[src/rtl/core/dmc_pkg.sv]
// Shared types, constants and register map for the delta crusher.
package dmc_pkg;

    localparam int SAMPLE_W   = 16;
    localparam int GAIN_W     = 16;
    localparam int GAIN_FRAC  = 14;
    localparam int PHASE_W    = 22;
    localparam int PHASE_FRAC = 16;
    localparam int SUM_W      = 26;
    localparam int LEVEL_W    = 7;
    localparam int SIL_W      = 10;
    localparam int HIST_TAPS  = 4;

    // Shared multiplier operand widths
    localparam int MUL_A_W = 24;
    localparam int MUL_B_W = 18;

    // Shared divider widths
    localparam int DIV_N_W = 38;
    localparam int DIV_D_W = 22;

    // Register map
    localparam int ADDR_W = 5;
    localparam int DATA_W = 32;
    localparam logic [2:0] REG_BYPASS      = 3'd0;
    localparam logic [2:0] REG_INPUT_GAIN  = 3'd1;
    localparam logic [2:0] REG_OUTPUT_GAIN = 3'd2;
    localparam logic [2:0] REG_RATE_PERIOD = 3'd3;
    localparam logic [2:0] REG_SILENCE_LIM = 3'd4;

    localparam logic [GAIN_W-1:0]  GAIN_RESET    = 16'd16384;
    localparam logic [PHASE_W-1:0] PERIOD_RESET  = 22'd87202;
    localparam logic [SIL_W-1:0]   SILENCE_RESET = 10'd662;

    // Level limits
    localparam logic signed [LEVEL_W-1:0] LEVEL_HI = 7'sd62;
    localparam logic signed [LEVEL_W-1:0] LEVEL_LO = -7'sd62;
    localparam logic signed [LEVEL_W-1:0] LEVEL_STEP = 7'sd2;
    localparam int QUIET_MAX = 2;

    typedef enum logic [3:0] {
        S_IDLE,
        S_MUL_IN,
        S_ACC,
        S_CHK,
        S_TDIV,
        S_FGO,
        S_FDIV,
        S_M1,
        S_A1,
        S_M2,
        S_A2,
        S_M3,
        S_A3,
        S_M4,
        S_OUT
    } t_state;

endpackage

[src/rtl/core/dmc_mul.sv]
// Registered signed multiplier shared by all products of the crusher.
module dmc_mul #(
    parameter int A_W = dmc_pkg::MUL_A_W,
    parameter int B_W = dmc_pkg::MUL_B_W
) (
    input  logic                      i_clk,
    input  logic signed [A_W-1:0]     i_a,
    input  logic signed [B_W-1:0]     i_b,
    output logic signed [A_W+B_W-1:0] o_prod
);

    logic signed [A_W+B_W-1:0] r_prod;

    // Register the product
    always_ff @(posedge i_clk) begin
        r_prod <= i_a * i_b;
    end

    assign o_prod = r_prod;

endmodule

[src/rtl/core/dmc_div.sv]
// Restoring unsigned divider, one quotient bit per cycle.
module dmc_div #(
    parameter int N_W = dmc_pkg::DIV_N_W,
    parameter int D_W = dmc_pkg::DIV_D_W
) (
    input  logic           i_clk,
    input  logic           i_rst_n,
    input  logic           i_start,
    input  logic [N_W-1:0] i_dividend,
    input  logic [D_W-1:0] i_divisor,
    output logic           o_done,
    output logic [N_W-1:0] o_quotient
);

    localparam int CNT_W = $clog2(N_W);

    logic             r_busy;
    logic             r_done;
    logic [CNT_W-1:0] r_cnt;
    logic [D_W-1:0]   r_rem;
    logic [N_W-1:0]   r_quo;
    logic [D_W-1:0]   r_div;

    logic [D_W:0]     trial;
    logic [D_W:0]     diff;
    logic             ge;
    logic [D_W-1:0]   n_rem;

    // One restoring step
    always_comb begin
        trial = {r_rem, r_quo[N_W-1]};
        diff  = trial - {1'b0, r_div};
        ge    = (trial >= {1'b0, r_div});
        n_rem = ge ? diff[D_W-1:0] : trial[D_W-1:0];
    end

    // Control
    always_ff @(posedge i_clk) begin
        if (!i_rst_n) begin
            r_busy <= 1'b0;
            r_done <= 1'b0;
            r_cnt  <= '0;
        end else begin
            r_done <= 1'b0;
            if (i_start) begin
                r_busy <= 1'b1;
                r_cnt  <= CNT_W'(N_W - 1);
            end else if (r_busy) begin
                if (r_cnt == '0) begin
                    r_busy <= 1'b0;
                    r_done <= 1'b1;
                end else begin
                    r_cnt <= r_cnt - 1'b1;
                end
            end
        end
    end

    // Datapath
    always_ff @(posedge i_clk) begin
        if (i_start) begin
            r_rem <= '0;
            r_quo <= i_dividend;
            r_div <= i_divisor;
        end else if (r_busy) begin
            r_rem <= n_rem;
            r_quo <= {r_quo[N_W-2:0], ge};
        end
    end

    assign o_done     = r_done;
    assign o_quotient = r_quo;

endmodule

[src/rtl/core/dmc_delta_crusher.sv]
// Delta-modulation bit crusher: sequencer, state, config port and checks.
//
// Usage: one signed Q1.15 sample enters on i_valid/o_ready and one crushed
// sample leaves on o_valid/i_ready for every request. The user is to write
// settings over the APB-style port (psel/penable/pwrite/paddr/pwdata) only
// while idle; the block itself does not enforce this. Reads return the
// register values, pready is tied high. In bypass the sample appears in the
// cycle after acceptance. Otherwise o_valid rises once the sequencer reaches
// its output state; each pass of the shared restoring divider (interpolation
// fraction on every request, average too where the modulator steps) holds
// the sequencer, and each product waits on the registered shared multiplier.
// One request is in work at a time; o_ready is low from acceptance until the
// result has been taken, so no new request is taken before it has left.
// Reset clears the sum, phase, level, silence count and history and loads
// the default gains, period and silence limit.
// A stalled receiver holds o_valid and o_sample_out, and no new request is
// taken until the result leaves.
module dmc_delta_crusher #(
    parameter int DIV_N_W = dmc_pkg::DIV_N_W,
    parameter int DIV_D_W = dmc_pkg::DIV_D_W,
    parameter int MUL_A_W = dmc_pkg::MUL_A_W,
    parameter int MUL_B_W = dmc_pkg::MUL_B_W
) (
    input  logic                                i_clk,
    input  logic                                i_rst_n,
    input  logic                                i_valid,
    output logic                                o_ready,
    input  logic signed [dmc_pkg::SAMPLE_W-1:0] i_sample_in,
    output logic                                o_valid,
    input  logic                                i_ready,
    output logic signed [dmc_pkg::SAMPLE_W-1:0] o_sample_out,
    input  logic                                psel,
    input  logic                                penable,
    input  logic                                pwrite,
    input  logic [dmc_pkg::ADDR_W-1:0]          paddr,
    input  logic [dmc_pkg::DATA_W-1:0]          pwdata,
    output logic [dmc_pkg::DATA_W-1:0]          prdata,
    output logic                                pready
);

    localparam int SW  = dmc_pkg::SAMPLE_W;
    localparam int GW  = dmc_pkg::GAIN_W;
    localparam int PW  = dmc_pkg::PHASE_W;
    localparam int PF  = dmc_pkg::PHASE_FRAC;
    localparam int UW  = dmc_pkg::SUM_W;
    localparam int LW  = dmc_pkg::LEVEL_W;
    localparam int CW  = dmc_pkg::SIL_W;
    localparam int PRW = MUL_A_W + MUL_B_W;
    localparam int TW  = DIV_N_W + 1;
    localparam int FW  = PF + 1;

    // Configuration registers
    logic          r_bypass;
    logic [GW-1:0] r_in_gain;
    logic [GW-1:0] r_out_gain;
    logic [PW-1:0] r_period_cfg;
    logic [CW-1:0] r_sil_limit;

    // Processing state
    dmc_pkg::t_state       r_state, n_state;
    logic signed [SW-1:0]  r_sample;
    logic signed [UW-1:0]  r_sum;
    logic [PW-1:0]         r_phase;
    logic signed [LW-1:0]  r_level;
    logic [CW-1:0]         r_sil_cnt;
    logic signed [SW-1:0]  r_hist [dmc_pkg::HIST_TAPS];
    logic                  r_neg;
    logic [FW-1:0]         r_frac;
    logic signed [MUL_A_W-1:0] r_y;
    logic                  r_out_valid;
    logic signed [SW-1:0]  r_out;

    // Shared unit hookups
    logic signed [MUL_A_W-1:0] mul_a;
    logic signed [MUL_B_W-1:0] mul_b;
    logic signed [PRW-1:0]     mul_p;
    logic                      div_start;
    logic [DIV_N_W-1:0]        div_n;
    logic [DIV_D_W-1:0]        div_d;
    logic                      div_done;
    logic [DIV_N_W-1:0]        div_q;

    logic                      accept;
    logic                      cfg_wr;
    logic [2:0]                cfg_idx;
    logic [PW-1:0]             period;

    assign accept  = i_valid && o_ready;
    assign o_ready = (r_state == dmc_pkg::S_IDLE) && !r_out_valid;
    assign o_valid = r_out_valid;
    assign o_sample_out = r_out;
    assign pready  = 1'b1;
    assign cfg_wr  = psel && penable && pwrite && pready;
    assign cfg_idx = paddr[4:2];

    // Clamp the period to at least one host sample
    assign period = (r_period_cfg < PW'(1 << PF)) ? PW'(1 << PF) : r_period_cfg;

    // Config write
    always_ff @(posedge i_clk) begin
        if (!i_rst_n) begin
            r_bypass     <= 1'b0;
            r_in_gain    <= dmc_pkg::GAIN_RESET;
            r_out_gain   <= dmc_pkg::GAIN_RESET;
            r_period_cfg <= dmc_pkg::PERIOD_RESET;
            r_sil_limit  <= dmc_pkg::SILENCE_RESET;
        end else if (cfg_wr) begin
            case (cfg_idx)
                dmc_pkg::REG_BYPASS:      r_bypass     <= pwdata[0];
                dmc_pkg::REG_INPUT_GAIN:  r_in_gain    <= pwdata[GW-1:0];
                dmc_pkg::REG_OUTPUT_GAIN: r_out_gain   <= pwdata[GW-1:0];
                dmc_pkg::REG_RATE_PERIOD: r_period_cfg <= pwdata[PW-1:0];
                dmc_pkg::REG_SILENCE_LIM: r_sil_limit  <= pwdata[CW-1:0];
                default: ;
            endcase
        end
    end

    // Config read
    always_comb begin
        case (cfg_idx)
            dmc_pkg::REG_BYPASS:      prdata = {31'd0, r_bypass};
            dmc_pkg::REG_INPUT_GAIN:  prdata = {16'd0, r_in_gain};
            dmc_pkg::REG_OUTPUT_GAIN: prdata = {16'd0, r_out_gain};
            dmc_pkg::REG_RATE_PERIOD: prdata = {10'd0, r_period_cfg};
            dmc_pkg::REG_SILENCE_LIM: prdata = {22'd0, r_sil_limit};
            default:                  prdata = '0;
        endcase
    end

    dmc_mul #(.A_W(MUL_A_W), .B_W(MUL_B_W)) u_mul (
        .i_clk  (i_clk),
        .i_a    (mul_a),
        .i_b    (mul_b),
        .o_prod (mul_p)
    );

    dmc_div #(.N_W(DIV_N_W), .D_W(DIV_D_W)) u_div (
        .i_clk      (i_clk),
        .i_rst_n    (i_rst_n),
        .i_start    (div_start),
        .i_dividend (div_n),
        .i_divisor  (div_d),
        .o_done     (div_done),
        .o_quotient (div_q)
    );

    // Next state
    always_comb begin
        n_state = r_state;
        case (r_state)
            dmc_pkg::S_IDLE:   if (accept && !r_bypass) n_state = dmc_pkg::S_MUL_IN;
            dmc_pkg::S_MUL_IN: n_state = dmc_pkg::S_ACC;
            dmc_pkg::S_ACC:    n_state = dmc_pkg::S_CHK;
            dmc_pkg::S_CHK:    n_state = (r_phase >= period) ? dmc_pkg::S_TDIV
                                                             : dmc_pkg::S_FGO;
            dmc_pkg::S_TDIV:   if (div_done) n_state = dmc_pkg::S_FGO;
            dmc_pkg::S_FGO:    n_state = dmc_pkg::S_FDIV;
            dmc_pkg::S_FDIV:   if (div_done) n_state = dmc_pkg::S_M1;
            dmc_pkg::S_M1:     n_state = dmc_pkg::S_A1;
            dmc_pkg::S_A1:     n_state = dmc_pkg::S_M2;
            dmc_pkg::S_M2:     n_state = dmc_pkg::S_A2;
            dmc_pkg::S_A2:     n_state = dmc_pkg::S_M3;
            dmc_pkg::S_M3:     n_state = dmc_pkg::S_A3;
            dmc_pkg::S_A3:     n_state = dmc_pkg::S_M4;
            dmc_pkg::S_M4:     n_state = dmc_pkg::S_OUT;
            dmc_pkg::S_OUT:    n_state = dmc_pkg::S_IDLE;
            default:           n_state = dmc_pkg::S_IDLE;
        endcase
    end

    // Shared unit operands
    always_comb begin
        mul_a     = r_y;
        mul_b     = MUL_B_W'($signed({1'b0, r_frac}));
        div_start = 1'b0;
        div_n     = {r_phase, PF'(0)};
        div_d     = period;
        case (r_state)
            dmc_pkg::S_MUL_IN: begin
                mul_a = MUL_A_W'(r_sample);
                mul_b = MUL_B_W'($signed({1'b0, r_in_gain}));
            end
            dmc_pkg::S_M4: begin
                mul_b = MUL_B_W'($signed({1'b0, r_out_gain}));
            end
            dmc_pkg::S_CHK: begin
                div_start = (r_phase >= period);
                div_n     = DIV_N_W'({r_sum[UW-1] ? -r_sum : r_sum, 7'd0});
                div_d     = r_phase;
            end
            dmc_pkg::S_FGO: begin
                div_start = 1'b1;
            end
            default: ;
        endcase
    end

    // Accumulate step values
    logic signed [UW+1:0]   scaled, sum_ext;
    logic signed [UW-1:0]   sum_sat;
    logic [PW:0]            phase_inc;
    always_comb begin
        scaled    = mul_p[dmc_pkg::GAIN_FRAC+UW+1:dmc_pkg::GAIN_FRAC];
        sum_ext   = (UW+2)'(r_sum) + scaled;
        if (sum_ext > (UW+2)'((1 << (UW - 1)) - 1))
            sum_sat = {1'b0, {(UW-1){1'b1}}};
        else if (sum_ext < -(UW+2)'(1 << (UW - 1)))
            sum_sat = {1'b1, {(UW-1){1'b0}}};
        else
            sum_sat = sum_ext[UW-1:0];
        phase_inc = {1'b0, r_phase} + (PW+1)'(1 << PF);
    end

    // Modulator step values
    logic signed [TW-1:0] target, lvl_ext;
    logic signed [LW-1:0] lvl_mv, lvl_new;
    logic [CW-1:0]        sil_new;
    always_comb begin
        target  = r_neg ? -$signed({1'b0, div_q}) : $signed({1'b0, div_q});
        lvl_ext = TW'(r_level);
        lvl_mv  = r_level;
        if (lvl_ext < target) begin
            if (r_level < dmc_pkg::LEVEL_HI) lvl_mv = r_level + dmc_pkg::LEVEL_STEP;
        end else begin
            if (r_level >= dmc_pkg::LEVEL_LO) lvl_mv = r_level - dmc_pkg::LEVEL_STEP;
        end
        lvl_new = lvl_mv;
        sil_new = r_sil_cnt;
        if (target < -TW'(dmc_pkg::QUIET_MAX) || target > TW'(dmc_pkg::QUIET_MAX))
            sil_new = '0;
        else if (r_sil_cnt < r_sil_limit)
            sil_new = r_sil_cnt + 1'b1;
        else
            lvl_new = '0;
    end

    // Hermite coefficients, doubled so the halves stay exact
    logic signed [MUL_A_W-1:0] xm1, x0, x1, x2, hc, hv, hw, ha, hb, hi;
    logic signed [MUL_A_W-1:0] y_end;
    logic signed [PRW-GW+1:0]  out_full;
    logic signed [SW-1:0]      out_sat;
    always_comb begin
        xm1 = MUL_A_W'(r_hist[0]);
        x0  = MUL_A_W'(r_hist[1]);
        x1  = MUL_A_W'(r_hist[2]);
        x2  = MUL_A_W'(r_hist[3]);
        hc  = x1 - xm1;
        hv  = (x0 - x1) <<< 1;
        hw  = hc + hv;
        ha  = hw + hv + (x2 - x0);
        hb  = hw + ha;
        hi  = mul_p[PF+MUL_A_W-1:PF];
        y_end = hi + (x0 <<< 1);
        out_full = mul_p[PRW-1:dmc_pkg::GAIN_FRAC];
        if (out_full > (PRW-GW+2)'((1 << (SW - 1)) - 1))
            out_sat = {1'b0, {(SW-1){1'b1}}};
        else if (out_full < -(PRW-GW+2)'(1 << (SW - 1)))
            out_sat = {1'b1, {(SW-1){1'b0}}};
        else
            out_sat = out_full[SW-1:0];
    end

    // Control registers
    always_ff @(posedge i_clk) begin
        if (!i_rst_n) begin
            r_state     <= dmc_pkg::S_IDLE;
            r_out_valid <= 1'b0;
            r_sum       <= '0;
            r_phase     <= '0;
            r_level     <= '0;
            r_sil_cnt   <= '0;
            for (int k = 0; k < dmc_pkg::HIST_TAPS; k++) r_hist[k] <= '0;
        end else begin
            r_state <= n_state;
            if (o_valid && i_ready) r_out_valid <= 1'b0;
            case (r_state)
                dmc_pkg::S_IDLE: if (accept && r_bypass) r_out_valid <= 1'b1;
                dmc_pkg::S_ACC: begin
                    r_sum   <= sum_sat;
                    r_phase <= phase_inc[PW] ? {PW{1'b1}} : phase_inc[PW-1:0];
                end
                dmc_pkg::S_TDIV: if (div_done) begin
                    r_sum     <= '0;
                    r_phase   <= r_phase - period;
                    r_level   <= lvl_new;
                    r_sil_cnt <= sil_new;
                    for (int k = dmc_pkg::HIST_TAPS - 1; k > 0; k--)
                        r_hist[k] <= r_hist[k-1];
                    r_hist[0] <= {lvl_new, (SW-LW)'(0)};
                end
                dmc_pkg::S_OUT: r_out_valid <= 1'b1;
                default: ;
            endcase
        end
    end

    // Payload registers
    always_ff @(posedge i_clk) begin
        case (r_state)
            dmc_pkg::S_IDLE: if (accept) begin
                r_sample <= i_sample_in;
                r_out    <= i_sample_in;
            end
            dmc_pkg::S_CHK:  r_neg <= r_sum[UW-1];
            dmc_pkg::S_FDIV: if (div_done) begin
                r_frac <= (div_q > DIV_N_W'(1 << PF)) ? FW'(1 << PF) : div_q[FW-1:0];
                r_y    <= ha;
            end
            dmc_pkg::S_A1:   r_y <= hi - hb;
            dmc_pkg::S_A2:   r_y <= hi + hc;
            dmc_pkg::S_A3:   r_y <= y_end >>> 1;
            dmc_pkg::S_OUT:  r_out <= out_sat;
            default: ;
        endcase
    end

    // Checks
    a_ready_no_pending: assert property (@(posedge i_clk) disable iff (!i_rst_n)
        o_ready |-> !o_valid) else $error("ready while a result is pending");
    a_busy_after_accept: assert property (@(posedge i_clk) disable iff (!i_rst_n)
        accept |=> !o_ready) else $error("ready right after accepting a request");
    a_div_done_wait: assert property (@(posedge i_clk) disable iff (!i_rst_n)
        div_done |-> (r_state == dmc_pkg::S_TDIV || r_state == dmc_pkg::S_FDIV))
        else $error("divider finished outside a wait state");
    a_out_from_seq: assert property (@(posedge i_clk) disable iff (!i_rst_n)
        $rose(o_valid) |-> ($past(r_state) == dmc_pkg::S_OUT || $past(r_bypass)))
        else $error("result raised without a finished request");

endmodule

[config.mk]
export PLATFORM = sky130hd
export DESIGN_NAME = dmc_delta_crusher
export DESIGN_NICKNAME = d
export VERILOG_FILES = /design/src/rtl/core/dmc_pkg.sv /design/src/rtl/core/dmc_mul.sv /design/src/rtl/core/dmc_div.sv /design/src/rtl/core/dmc_delta_crusher.sv
export SDC_FILE = /design/constraint.sdc
export NUM_CORES = 2
export LEC_CHECK = 0
export ABC_CLOCK_PERIOD_IN_PS = 10600
export BUFFER_PORTS_ARGS = -buffer_cell sky130_fd_sc_hd__clkbuf_2
export CAP_MARGIN = 10
export CORE_ASPECT_RATIO = 1.25
export CORE_UTILIZATION = 40
export CTS_BUF_LIST = sky130_fd_sc_hd__clkbuf_4 sky130_fd_sc_hd__clkbuf_8
export CTS_CLUSTER_SIZE = 8
export DETAILED_ROUTE_END_ITERATION = 16
export PLACE_DENSITY = 0.58
export SLEW_MARGIN = 5
export SYNTH_ARGS = -nofsm -noshare
export SYNTH_HDL_FRONTEND = slang
export SYNTH_HIERARCHICAL = 1
export SYNTH_SLANG_ARGS = --single-unit
[constraint.sdc]
create_clock -name i_clk -period 10.6 [get_ports i_clk]
set_input_delay 1.59 -clock i_clk [delete_from_list [all_inputs] [get_ports i_clk]]
set_output_delay 1.59 -clock i_clk [all_outputs]
set_load 0.02 [all_outputs]
==> impl_metrics.yaml <==
drt:
  first_pass_iters: 8
  postRouteAntennaNets: 0
  routed_wl_um: 120000
  drc: 0
  vias_per_cell: 5.45
  vias: 33800
  drt_iter0_markers: 2260
  wl_per_cell_um: 19.4
cells_and_area:
  area_growth_syn_to_layout_pct: 7.55
  multi_input_area_um2: 29300
  final_common_cell: "nand2_1"
  nets: 5650
  nFillCells: 10200
  drive_above_1_share_pct: 7.70
  most-common-layout-cells: "nand2_1 (740), inv_1 (708), fa_1 (465), ha_1 (308), a21oi_1 (220)"
  regArea_um2: 8730
floorplanning:
  initial_core_util_pct: 40.5
  rows: 131
  io_pins: 111
  fp.dieH_um: 362
  core_area_um2: 102000
  dieArea_um2: 105000
  fp.dieW_um: 290
placed_design:
  portBuffers: 87
  place.gp.congestion: 0.926
  hpwl_um: 94800
  dp_slack_ns: 1.74
clocking:
  postCtsResizedCells: 0
  cts.clk_slew.worst_paths_ns: 0.06
  clk-insertion-delay-late_ns: 0.73
  post_cts_buffers: 0
  cts_buffers: 61
  cts_hold_buf: 0
  cts_root_buf: "clkbuf_8"
  cts_tree: "yes"
  cts.sinks: 355
  htreeDepth: 2
  cts_buffer_depth: 3
sta:
  holdWs_ns: 0.469
  fin_skew_ns: 0.0810
  fmax_mhz: 111
  maxSlewHeadroom_pct: 21.9
  setup_viol: 0
  rsz0062_at_grt: "no"
  slew_violations: 0
  period_share_pct: 85.3
  setup_ws_ns: 1.56
  worst_pin_slew_ns: 1.16
  fin_tns_setup_ns: 0
  timing.final.crit_period_ns: 9.04
  hold_viol_final: 0
global_route:
  grt_pass1_wl_um: 190000
  grt_max_degree: 56
  grt_pass1_vias: 33400
  antenna_found_initial: 3
  grt_overflow: 0
  grt_use_total_pct: 23.0
worst_setup_path:
  cp_max_fo: 16
  critical_path_buf_inv_count: 6
  cpPeakStageDelay_ns: 0.67
  critical_path.top_delay_family: "adder cells"
  critPathKind: "reg -> reg"
  end_kind: "flip-flop"
  cp_data_arrival_time_ns: 9.62
  cp.depth: 25
  worst_path_most_repeated_cell: "fa_1"
  required_ns: 11.18
  ff2ff_path_depth: 25
  cp_slowest_cell: "nand2_1"
  critPathLaunchType: "flip-flop"
min_path:
  hold-path-cell-count: 2
  hold_class: "reg -> reg"
yosys:
  netlist_area_um2: 41500
  avgSynthCellArea_um2: 8.65
  yosysWarnings: 6
  syn_inst: 4797
run_status:
  status: "finished, final reports clean"
job:
  maxCapViolCount: 0
==> path summary, 6_finish.rpt <==
kind | endpoint | slack (ns) | startpoint
setup / recovery | u_mul/o_prod[39] | 1.56 | r_state[2]
hold / removal | r_out_gain[1] | 0.47 | r_out_gain[1]
setup reg to reg | u_mul/o_prod[39] | 1.56 | r_state[2]
hold reg to reg | r_out_gain[1] | 0.47 | r_out_gain[1]
==> through the flow <==
stage               instances  util (%)  area, um^2
global route             6200      43.6       44700
global placement         6084      42.3       43300
floorplan                4820         -       41600
finish                   6200      43.6       44700
CTS                      6199      43.6       44600
detailed placement       6084      42.3       43300
==> worst register-to-register path: cells and delay by family (launching register included) <==
family / cells / cell delay, ns
flops: 1 / 0.31
compound gates: 7 / 2.33
fa+ha+maj: 7 / 3.38
buf+inv: 6 / 0.91
simple gates: 5 / 1.96
==> metal layers <==
layer / up-vias / routed length [um] / track usage, % / part of all wire [%]
li1: 15900 / - / - / -
met1: 16800 / 51500 / 29.3 / 43
met2: 884 / 57500 / 39.1 / 48
met3: 216 / 5470 / 2.28 / 4.5
met4: 2 / 5900 / 10.6 / 4.9
met5: - / 9 / 0 / 0.0075
==> registers in the layout, summed over array words and instances (netlist names), 4 cells and up <==
register and count:
r_phase 22, u_div/r_cnt 6, u_mul/o_prod 28, r_frac 17, o_sample_out 16, r_out_gain 16, u_div/o_quotient 38, u_div/r_rem 22
r_level 7, r_sil_cnt 10, r_hist 28, r_sample 16, u_div/r_div 22, r_period_cfg 22, r_sum 26, r_y 24
r_sil_limit 10, r_state 4, r_in_gain 16
==> layout make-up <==
cell class	count	area share [%]
multi-input combinational	3532	65.7
sequential	355	19.5
timing repair buffer	156	2.14
clock inverter	19	0.311
inverter	711	5.98
antenna	1	0.00560
clock buffer	96	2.64
tap	1330	3.73
Power is left out: the tool's default activity adds up to more than one toggle a clock period on the data nets, which glitch-free logic cannot reach.
